<file path="src/rtl/kdec_pkg.sv">
// Shared constants, types and the key character table of the keypad digit entry collector.
`default_nettype none
package kdec_pkg;

  localparam int KEY_N          = 12;
  localparam int KIDX_W         = 4;
  localparam int CH_W           = 7;
  localparam int POS_W          = 4;
  localparam int DIG_W          = 4;
  localparam int MAX_DIGITS_DEF = 12;

  localparam logic [CH_W-1:0] CH_NONE = 7'h00;
  localparam logic [CH_W-1:0] CH_STAR = 7'h2A;
  localparam logic [CH_W-1:0] CH_HASH = 7'h23;
  localparam logic [CH_W-1:0] CH_ZERO = 7'h30;

  localparam logic [KIDX_W-1:0] KIDX_LAST = KIDX_W'(KEY_N - 1);

  typedef struct packed {
    logic              done;
    logic              found;
    logic [KIDX_W-1:0] idx;
  } scan_res_t;

  function automatic logic [CH_W-1:0] key_char(input logic [KIDX_W-1:0] idx);
    logic [CH_W-1:0] c;
    case (idx)
      4'd0:    c = CH_STAR;
      4'd1:    c = 7'h33;
      4'd2:    c = 7'h32;
      4'd3:    c = 7'h31;
      4'd4:    c = 7'h30;
      4'd5:    c = 7'h36;
      4'd6:    c = 7'h35;
      4'd7:    c = 7'h34;
      4'd8:    c = 7'h37;
      4'd9:    c = 7'h38;
      4'd10:   c = 7'h39;
      4'd11:   c = CH_HASH;
      default: c = CH_NONE;
    endcase
    return c;
  endfunction

endpackage
`default_nettype wire

</file>
<file path="src/rtl/kdec_scan.sv">
// Bit-serial priority scanner that finds the lowest set key bit, one bit per cycle.
`default_nettype none
module kdec_scan (
  input  wire logic                        clk_i,
  input  wire logic                        rst_ni,
  input  wire logic                        start_i,
  input  wire logic                        detect_i,
  input  wire logic [kdec_pkg::KEY_N-1:0]  key_bits_i,
  output kdec_pkg::scan_res_t              res_o
);
  import kdec_pkg::*;

  logic [KEY_N-1:0]  sh_q;
  logic [KIDX_W-1:0] idx_q;
  logic              run_q;
  logic              found_q;
  logic              done_q;

  always_ff @(posedge clk_i or negedge rst_ni) begin
    if (!rst_ni) begin
      run_q   <= 1'b0;
      done_q  <= 1'b0;
      found_q <= 1'b0;
      idx_q   <= '0;
      sh_q    <= '0;
    end else begin
      done_q <= 1'b0;
      if (start_i) begin
        sh_q    <= detect_i ? key_bits_i : '0;
        idx_q   <= '0;
        run_q   <= 1'b1;
        found_q <= 1'b0;
      end else if (run_q) begin
        if (sh_q[0]) begin
          found_q <= 1'b1;
          run_q   <= 1'b0;
          done_q  <= 1'b1;
        end else if (idx_q == KIDX_LAST) begin
          run_q  <= 1'b0;
          done_q <= 1'b1;
        end else begin
          sh_q  <= {1'b0, sh_q[KEY_N-1:1]};
          idx_q <= idx_q + KIDX_W'(1);
        end
      end
    end
  end

  assign res_o.done  = done_q;
  assign res_o.found = found_q;
  assign res_o.idx   = idx_q;

endmodule
`default_nettype wire

</file>
<file path="src/rtl/kdec_store.sv">
// Digit entry buffer memory with one write port and one registered read port.
`default_nettype none
module kdec_store #(
  parameter int DEPTH = kdec_pkg::MAX_DIGITS_DEF,
  parameter int IDX_W = $clog2(DEPTH)
) (
  input  wire logic                       clk_i,
  input  wire logic                       we_i,
  input  wire logic [IDX_W-1:0]           waddr_i,
  input  wire logic [kdec_pkg::DIG_W-1:0] wdata_i,
  input  wire logic                       re_i,
  input  wire logic [IDX_W-1:0]           raddr_i,
  output logic      [kdec_pkg::DIG_W-1:0] rdata_o
);
  import kdec_pkg::*;

  logic [DIG_W-1:0] mem [DEPTH];
  logic [DIG_W-1:0] rdata_q;

  always_ff @(posedge clk_i) begin
    if (we_i) begin
      mem[waddr_i] <= wdata_i;
    end
    if (re_i) begin
      rdata_q <= mem[raddr_i];
    end
  end

  assign rdata_o = rdata_q;

endmodule
`default_nettype wire

</file>
<file path="src/rtl/keypad_digit_entry_collector.sv">
// Top level of the keypad digit entry collector: sequencer, entry count and output register.
// Usage:
//   The input channel takes one touch-change item (detect_i, key_bits_i) at an edge with
//   in_valid_i high and in_stall_o low. A serial scanner tests one key bit per cycle,
//   lowest bit first. A star, digit or empty item gives one key report (kind 0, last 1);
//   digits are kept in the entry buffer. A hash item gives one kind 1 result per stored
//   digit, each read from the buffer, then a terminator with last set. A full entry holds
//   eleven digits. in_stall_o stays high until the item's last result has been loaded
//   into the output register.
//   Results leave through a single output register: out_valid_o holds with its fields
//   while out_stall_i is high, and the sequencer waits for the register to free up.
//   A new item may be accepted while the final result still waits in that register.
//   Reset clears the sequencer, the digit count and the output valid; buffer contents
//   are not cleared, since only entries below the count are ever read.
`default_nettype none
module keypad_digit_entry_collector #(
  parameter int MAX_DIGITS = kdec_pkg::MAX_DIGITS_DEF
) (
  input  wire logic                        clk_i,
  input  wire logic                        rst_ni,
  input  wire logic                        in_valid_i,
  output logic                             in_stall_o,
  input  wire logic                        detect_i,
  input  wire logic [kdec_pkg::KEY_N-1:0]  key_bits_i,
  output logic                             out_valid_o,
  input  wire logic                        out_stall_i,
  output logic                             kind_o,
  output logic      [kdec_pkg::CH_W-1:0]   char_code_o,
  output logic      [kdec_pkg::POS_W-1:0]  position_o,
  output logic                             last_o
);
  import kdec_pkg::*;

  localparam int IDX_W = $clog2(MAX_DIGITS);

  localparam logic [2:0] S_IDLE  = 3'd0;
  localparam logic [2:0] S_SCAN  = 3'd1;
  localparam logic [2:0] S_DEC   = 3'd2;
  localparam logic [2:0] S_HRD   = 3'd3;
  localparam logic [2:0] S_HEMIT = 3'd4;
  localparam logic [2:0] S_HTERM = 3'd5;

  logic [2:0]       state_q, state_d;
  logic [POS_W-1:0] cnt_q, cnt_d;
  logic [POS_W-1:0] pos_q, pos_d;
  logic [POS_W-1:0] cnt_inc;
  logic [POS_W-1:0] pos_inc;

  logic             out_valid_q;
  logic             kind_q;
  logic [CH_W-1:0]  char_q;
  logic [POS_W-1:0] position_q;
  logic             last_q;

  logic             ld;
  logic             ld_kind;
  logic [CH_W-1:0]  ld_char;
  logic [POS_W-1:0] ld_pos;
  logic             ld_last;
  logic             out_free;

  logic             in_acc;
  scan_res_t        scan;
  logic [CH_W-1:0]  ch;
  logic             st_we;
  logic             st_re;
  logic [DIG_W-1:0] st_wdata;
  logic [DIG_W-1:0] st_rdata;

  assign in_stall_o = (state_q != S_IDLE);
  assign in_acc     = in_valid_i && !in_stall_o;
  assign out_free   = !out_valid_q || !out_stall_i;
  assign ch         = scan.found ? key_char(scan.idx) : CH_NONE;
  assign cnt_inc    = cnt_q + POS_W'(1);
  assign pos_inc    = pos_q + POS_W'(1);
  assign st_wdata   = DIG_W'(ch - CH_ZERO);

  kdec_scan u_scan (
    .clk_i      (clk_i),
    .rst_ni     (rst_ni),
    .start_i    (in_acc),
    .detect_i   (detect_i),
    .key_bits_i (key_bits_i),
    .res_o      (scan)
  );

  kdec_store #(
    .DEPTH (MAX_DIGITS),
    .IDX_W (IDX_W)
  ) u_store (
    .clk_i   (clk_i),
    .we_i    (st_we),
    .waddr_i (cnt_q[IDX_W-1:0]),
    .wdata_i (st_wdata),
    .re_i    (st_re),
    .raddr_i (pos_q[IDX_W-1:0]),
    .rdata_o (st_rdata)
  );

  always_comb begin
    state_d = state_q;
    cnt_d   = cnt_q;
    pos_d   = pos_q;
    ld      = 1'b0;
    ld_kind = 1'b0;
    ld_char = CH_NONE;
    ld_pos  = '0;
    ld_last = 1'b0;
    st_we   = 1'b0;
    st_re   = 1'b0;
    case (state_q)
      S_IDLE: begin
        if (in_acc) begin
          state_d = S_SCAN;
        end
      end
      S_SCAN: begin
        if (scan.done) begin
          state_d = S_DEC;
        end
      end
      S_DEC: begin
        if (ch == CH_HASH) begin
          pos_d   = '0;
          state_d = (cnt_q == '0) ? S_HTERM : S_HRD;
        end else if (out_free) begin
          ld      = 1'b1;
          ld_char = ch;
          ld_last = 1'b1;
          state_d = S_IDLE;
          if (ch == CH_STAR) begin
            cnt_d = '0;
          end else if (ch != CH_NONE) begin
            st_we = 1'b1;
            cnt_d = (cnt_inc == POS_W'(MAX_DIGITS)) ? '0 : cnt_inc;
          end
        end
      end
      S_HRD: begin
        st_re   = 1'b1;
        state_d = S_HEMIT;
      end
      S_HEMIT: begin
        if (out_free) begin
          ld      = 1'b1;
          ld_kind = 1'b1;
          ld_char = CH_ZERO + CH_W'(st_rdata);
          ld_pos  = pos_q;
          pos_d   = pos_inc;
          state_d = (pos_inc == cnt_q) ? S_HTERM : S_HRD;
        end
      end
      S_HTERM: begin
        if (out_free) begin
          ld      = 1'b1;
          ld_kind = 1'b1;
          ld_pos  = cnt_q;
          ld_last = 1'b1;
          cnt_d   = '0;
          state_d = S_IDLE;
        end
      end
      default: begin
        state_d = S_IDLE;
      end
    endcase
  end

  always_ff @(posedge clk_i or negedge rst_ni) begin
    if (!rst_ni) begin
      state_q     <= S_IDLE;
      cnt_q       <= '0;
      pos_q       <= '0;
      out_valid_q <= 1'b0;
    end else begin
      state_q <= state_d;
      cnt_q   <= cnt_d;
      pos_q   <= pos_d;
      if (ld) begin
        out_valid_q <= 1'b1;
      end else if (!out_stall_i) begin
        out_valid_q <= 1'b0;
      end
    end
  end

  always_ff @(posedge clk_i) begin
    if (ld) begin
      kind_q     <= ld_kind;
      char_q     <= ld_char;
      position_q <= ld_pos;
      last_q     <= ld_last;
    end
  end

  assign out_valid_o = out_valid_q;
  assign kind_o      = kind_q;
  assign char_code_o = char_q;
  assign position_o  = position_q;
  assign last_o      = last_q;

  assert property (@(posedge clk_i) disable iff (!rst_ni)
    scan.done |-> (state_q == S_SCAN))
    else $error("Scanner finished outside the scan state.");

  assert property (@(posedge clk_i) disable iff (!rst_ni)
    cnt_q < POS_W'(MAX_DIGITS))
    else $error("Digit count reached the entry capacity.");

  assert property (@(posedge clk_i) disable iff (!rst_ni)
    (state_q == S_HEMIT) |-> (pos_q < cnt_q))
    else $error("Digit read beyond the stored entry.");

  assert property (@(posedge clk_i) disable iff (!rst_ni)
    (out_valid_o && !kind_o) |-> last_o)
    else $error("Key report without last set.");

  assert property (@(posedge clk_i) disable iff (!rst_ni)
    ld |-> out_free)
    else $error("Output register overwritten while a result waits.");

endmodule
`default_nettype wire

</file>
<file path="config.mk">
export PLATFORM = sky130hd
export DESIGN_NAME = keypad_digit_entry_collector
export DESIGN_NICKNAME = d
export VERILOG_FILES = /design/src/rtl/kdec_pkg.sv /design/src/rtl/kdec_scan.sv /design/src/rtl/kdec_store.sv /design/src/rtl/keypad_digit_entry_collector.sv
export SDC_FILE = /design/constraint.sdc
export NUM_CORES = 1
export LEC_CHECK = 0
export BUFFER_PORTS_ARGS = -buffer_cell sky130_fd_sc_hd__buf_2
export CORE_MARGIN = 1.5
export CORE_UTILIZATION = 45
export DETAILED_ROUTE_END_ITERATION = 8
export PLACE_DENSITY = 0.62
export SKIP_CTS_REPAIR_TIMING = 1
export SLEW_MARGIN = 5
export SYNTH_ARGS = -nofsm -noshare
export SYNTH_HDL_FRONTEND = slang
export SYNTH_HIERARCHICAL = 1
export SYNTH_SLANG_ARGS = --single-unit
</file>
<file path="constraint.sdc">
create_clock -name clk_i -period 5.51 [get_ports clk_i]
set_input_delay 0.8265 -clock clk_i [delete_from_list [all_inputs] [get_ports clk_i]]
set_output_delay 0.8265 -clock clk_i [all_outputs]
set_load 0.05 [all_outputs]
</file>
==> impl_metrics.toml <==
[layout]
layout.core_utilization_pct = 50.8
num_antenna_cells = 0
synth_to_final_area_change_pct = 8.11
multi_input_area_um2 = 1770
seqCellArea_um2 = 2700
mostFrequentLayoutCells = "64 x edfxtp_1, 31 x dfrtp_1, 30 x buf_2"
layoutNonFillerInstCount = 507
most_common_cell_after_layout_fill_and_taps_aside = "edfxtp_1"
design.final.nets = 394
finalInstanceArea_um2 = 5040
filler_cell_count = 878
ratio_of_cells_with_drive_above_1_in_the_final_layout_pct = 20.3

[worst_setup_path]
r2r_setup_slack_ns = 2.23
rr_startpoint = "u_scan/idx_q[0]$_DFFE_PN0P_"
cp_slowest_cell = "or3b_2"
crit_type = "flip-flop to flip-flop"
crit_path_end_kind = "flip-flop"
regToRegEndpoint = "u_store/mem[0][1]$_DFFE_PP_"
path_cells = "inv_1, ha_1, and2b_2, o21ai_0, a21o_1, o21ai_2, nor2_1, or3b_2, nor3_1"
largest_stage_delay_worst_path_ns = 0.53
critical_path_arrival_ns = 3.27
worst-path-max-fanout = 9
depth_of_the_worst_register_to_register_path = 9
critical_path.startpoint_type = "flip-flop"
timing.critical_path.required_ns = 5.50

[sta]
finalSetupViolCount = 0
timing.fmax_mhz = 305
rsz_0062_raised_after_global_routing = "no"
postLayoutSetupSlackWorst_ns = 2.23
layout_worst_path_cycle_share_pct = 59.6
worst-slew-pin-transition_ns = 1.05
hold_viol_final = 0
slew_headroom_pct = 30.3
number_of_pins_with_negative_max_slew_slack_in_the_final_report = 0
timing.setup.tns_ns = 0
finalWorstPathRequiredPeriod_ns = 3.28
worst_hold_slack_ns = 0.522
finClkSkew_ns = 0.0116

[global_routing]
antenna_violations_before_repair = 0
grt_pass1_wl_um = 14300
globalRouteOverflowTotal = 0
vias_in_the_first_global_route = 2744
grt_util_all_layers_pct = 16.7
pin_count_of_the_biggest_net_entering_global_routing = 32

[die]
floorplan.core_area_um2 = 9910
die_w_um = 105
die_outline_area_um2 = 11000
die_h_um = 105
rows = 36
num_io_pins = 32
floorplan.initialDensity_pct = 47.0

[pwr]
ir_drop_mv = 0.206
p_leak_nw = 2.00
cellPowerDensity_nw_per_um2 = 471
total_power_mw = 2.37

[cts]
clock-sinks = 95
maximum_buffer_depth_of_the_clock_tree = 2
clkSlewWorstSetupHoldPaths_ns = 0.09
cts_root_buffer_type = "clkbuf_8"
cts_inserted_buffers = 9
h-tree-depth = 3
tritoncts = "built"
clkLatencyLatePin_ns = 0.35

[drt]
drtIter0Drc = 124
total_vias_in_the_final_route = 2797
drt.antenna.violating_nets = 0
drc_errors = 0
first_pass_iters = 4
post_drt_wl_per_cell_um = 17.0
vias_per_inst = 5.52
detail_route.wirelength_um = 8630

[yosys]
mappedNetlistArea_um2 = 4660
synth.lib_cells_used.distinct = 68
number_of_synthesized_register_bits = 95
number_of_flops_mapped_to_enable_cells_by_yosys = 64
synth-seq-area-share_pct = 57.9
synth_async_sr_flop_share_pct = 32.6
postSynthNetCount = 369
synthFlopType = "edfxtp_1"
synthesis.yosys.warnings = 6
syn_area_per_cell_um2 = 13.5
post_synthesis_cell_count = 344

[worst_hold_path]
min_to = "u_scan/sh_q[8]$_DFFE_PN0P_"
hold_path_class = "flip-flop to flip-flop"
holdPathStages = 1
worstHoldStart = "u_scan/sh_q[8]$_DFFE_PN0P_"

[place]
port-buffer-count = 30
placement.setup.worst_slack_ns = 2.16
dp.cells = 491
dpl-instance-area_um2 = 4840
gp_congestion = 0.826
total_half_perimeter_wirelength_after_legalization_and_detailed_placement_um = 5950

[job]
max_cap_violations = 0

[run_status]
run_status = "complete, no violations"
-- Yosys cell counts (2+ instances only) --
cell	instances	share of area (%)
a211oi_1	2	0.32
a21oi_1	8	0.86
a22o_1	3	0.56
a22oi_1	4	0.64
a31oi_1	4	0.54
a32o_1	11	2.4
a41o_1	2	0.43
and2_1	4	0.54
and2_4	2	0.38
and3b_1	3	0.56
buf_4	4	0.64
buf_6	3	0.72
clkbuf_1	5	0.40
clkbuf_8	2	0.59
dfrtp_1	31	17
edfxtp_1	64	41
ha_1	8	2.1
inv_1	14	1.1
mux2_2	3	0.72
mux2_4	9	2.9
mux2i_1	14	3.0
mux4_1	6	3.4
mux4_2	2	0.97
nand2_1	18	1.4
nand2b_1	9	1.2
nand3_1	8	0.86
nand3b_1	5	0.81
nand4_1	2	0.27
nor2_1	27	2.2
nor2b_1	4	0.54
nor3_1	4	0.43
o21ai_0	9	0.97
o21ai_2	2	0.38
o221ai_1	5	0.94
o22ai_1	2	0.27
o31ai_1	2	0.32
or3_1	3	0.40
xnor2_1	6	1.1
-- sequential cells by signal, summed over array words and instances (netlist names) --
| signal | count |
|---|---|
| state_q | 3 |
| char_code_o | 6 |
| u_store/mem | 48 |
| u_scan/done_q | 1 |
| u_scan/found_q | 1 |
| kind_o | 1 |
| cnt_q | 4 |
| out_valid_o | 1 |
| u_scan/idx_q | 4 |
| position_o | 4 |
| pos_q | 4 |
| last_o | 1 |
| u_store/rdata_o | 4 |
| u_scan/sh_q | 12 |
| u_scan/run_q | 1 |
-- how the worst max path moves through the flow --
stage,start,to,slack (ns)
2_1_floorplan,out_stall_i,u_store/mem[0][0]$_DFFE_PP_,2.45
3_3_place_gp,out_stall_i,u_store/mem[0][0]$_DFFE_PP_,2.21
3_5_place_dp,out_stall_i,u_store/mem[0][0]$_DFFE_PP_,2.16
4_1_cts,u_scan/idx_q[0]$_DFFE_PN0P_,u_store/mem[0][1]$_DFFE_PP_,2.24
5_1_grt,u_scan/idx_q[0]$_DFFE_PN0P_,u_store/mem[0][0]$_DFFE_PP_,1.98
6_report,u_scan/idx_q[0]$_DFFE_PN0P_,u_store/mem[0][1]$_DFFE_PP_,2.23
-- layer usage --
layer,global-route usage (%),wire (um)
met2,25.7,3960
met4,5.09,72
met1,23.8,4200
met5,0,0
met3,3.56,398
-- cell families (layout without fill, tap and decap cells) --
family | after synthesis | after routing | synth area share, %
AO/OA/AOI/OAI | 67 | 67 | 11.4
XOR/XNOR | 7 | 7 | 1.32
adder cells (fa/ha/maj) | 8 | 8 | 2.15
buffers and inverters | 31 | 61 | 4.19
flip-flops | 95 | 95 | 57.9
multiplexers | 34 | 34 | 11.0
other | 1 | 1 | 0.0805
AND/OR/NAND/NOR | 101 | 101 | 12.1
-- power breakdown --
part	switching (mW)	internal, mW	leakage, nW
sequential	0.170	0.924	0.990
combinational	0.478	0.350	0.916
clock	0.235	0.213	0.0985
-- final cells by class --
type / count / area share (%)
Tap cell: 133 / 3.30
Timing Repair Buffer: 31 / 3.13
Sequential cell: 95 / 53.5
Clock buffer: 10 / 2.53
Clock inverter: 6 / 1.37
Multi-Input combinational cell: 218 / 35.1
Inverter: 14 / 1.04
-- critical path: cells and delay by family, from the launching register on --
kind / cells / cell delay [ns]
simple gates: 4 / 1.41
fa+ha+maj: 1 / 0.22
buf+inv: 1 / 0.12
compound gates: 3 / 0.69
flops: 1 / 0.49
No activity file was read; power rests on OpenSTA's default activity.
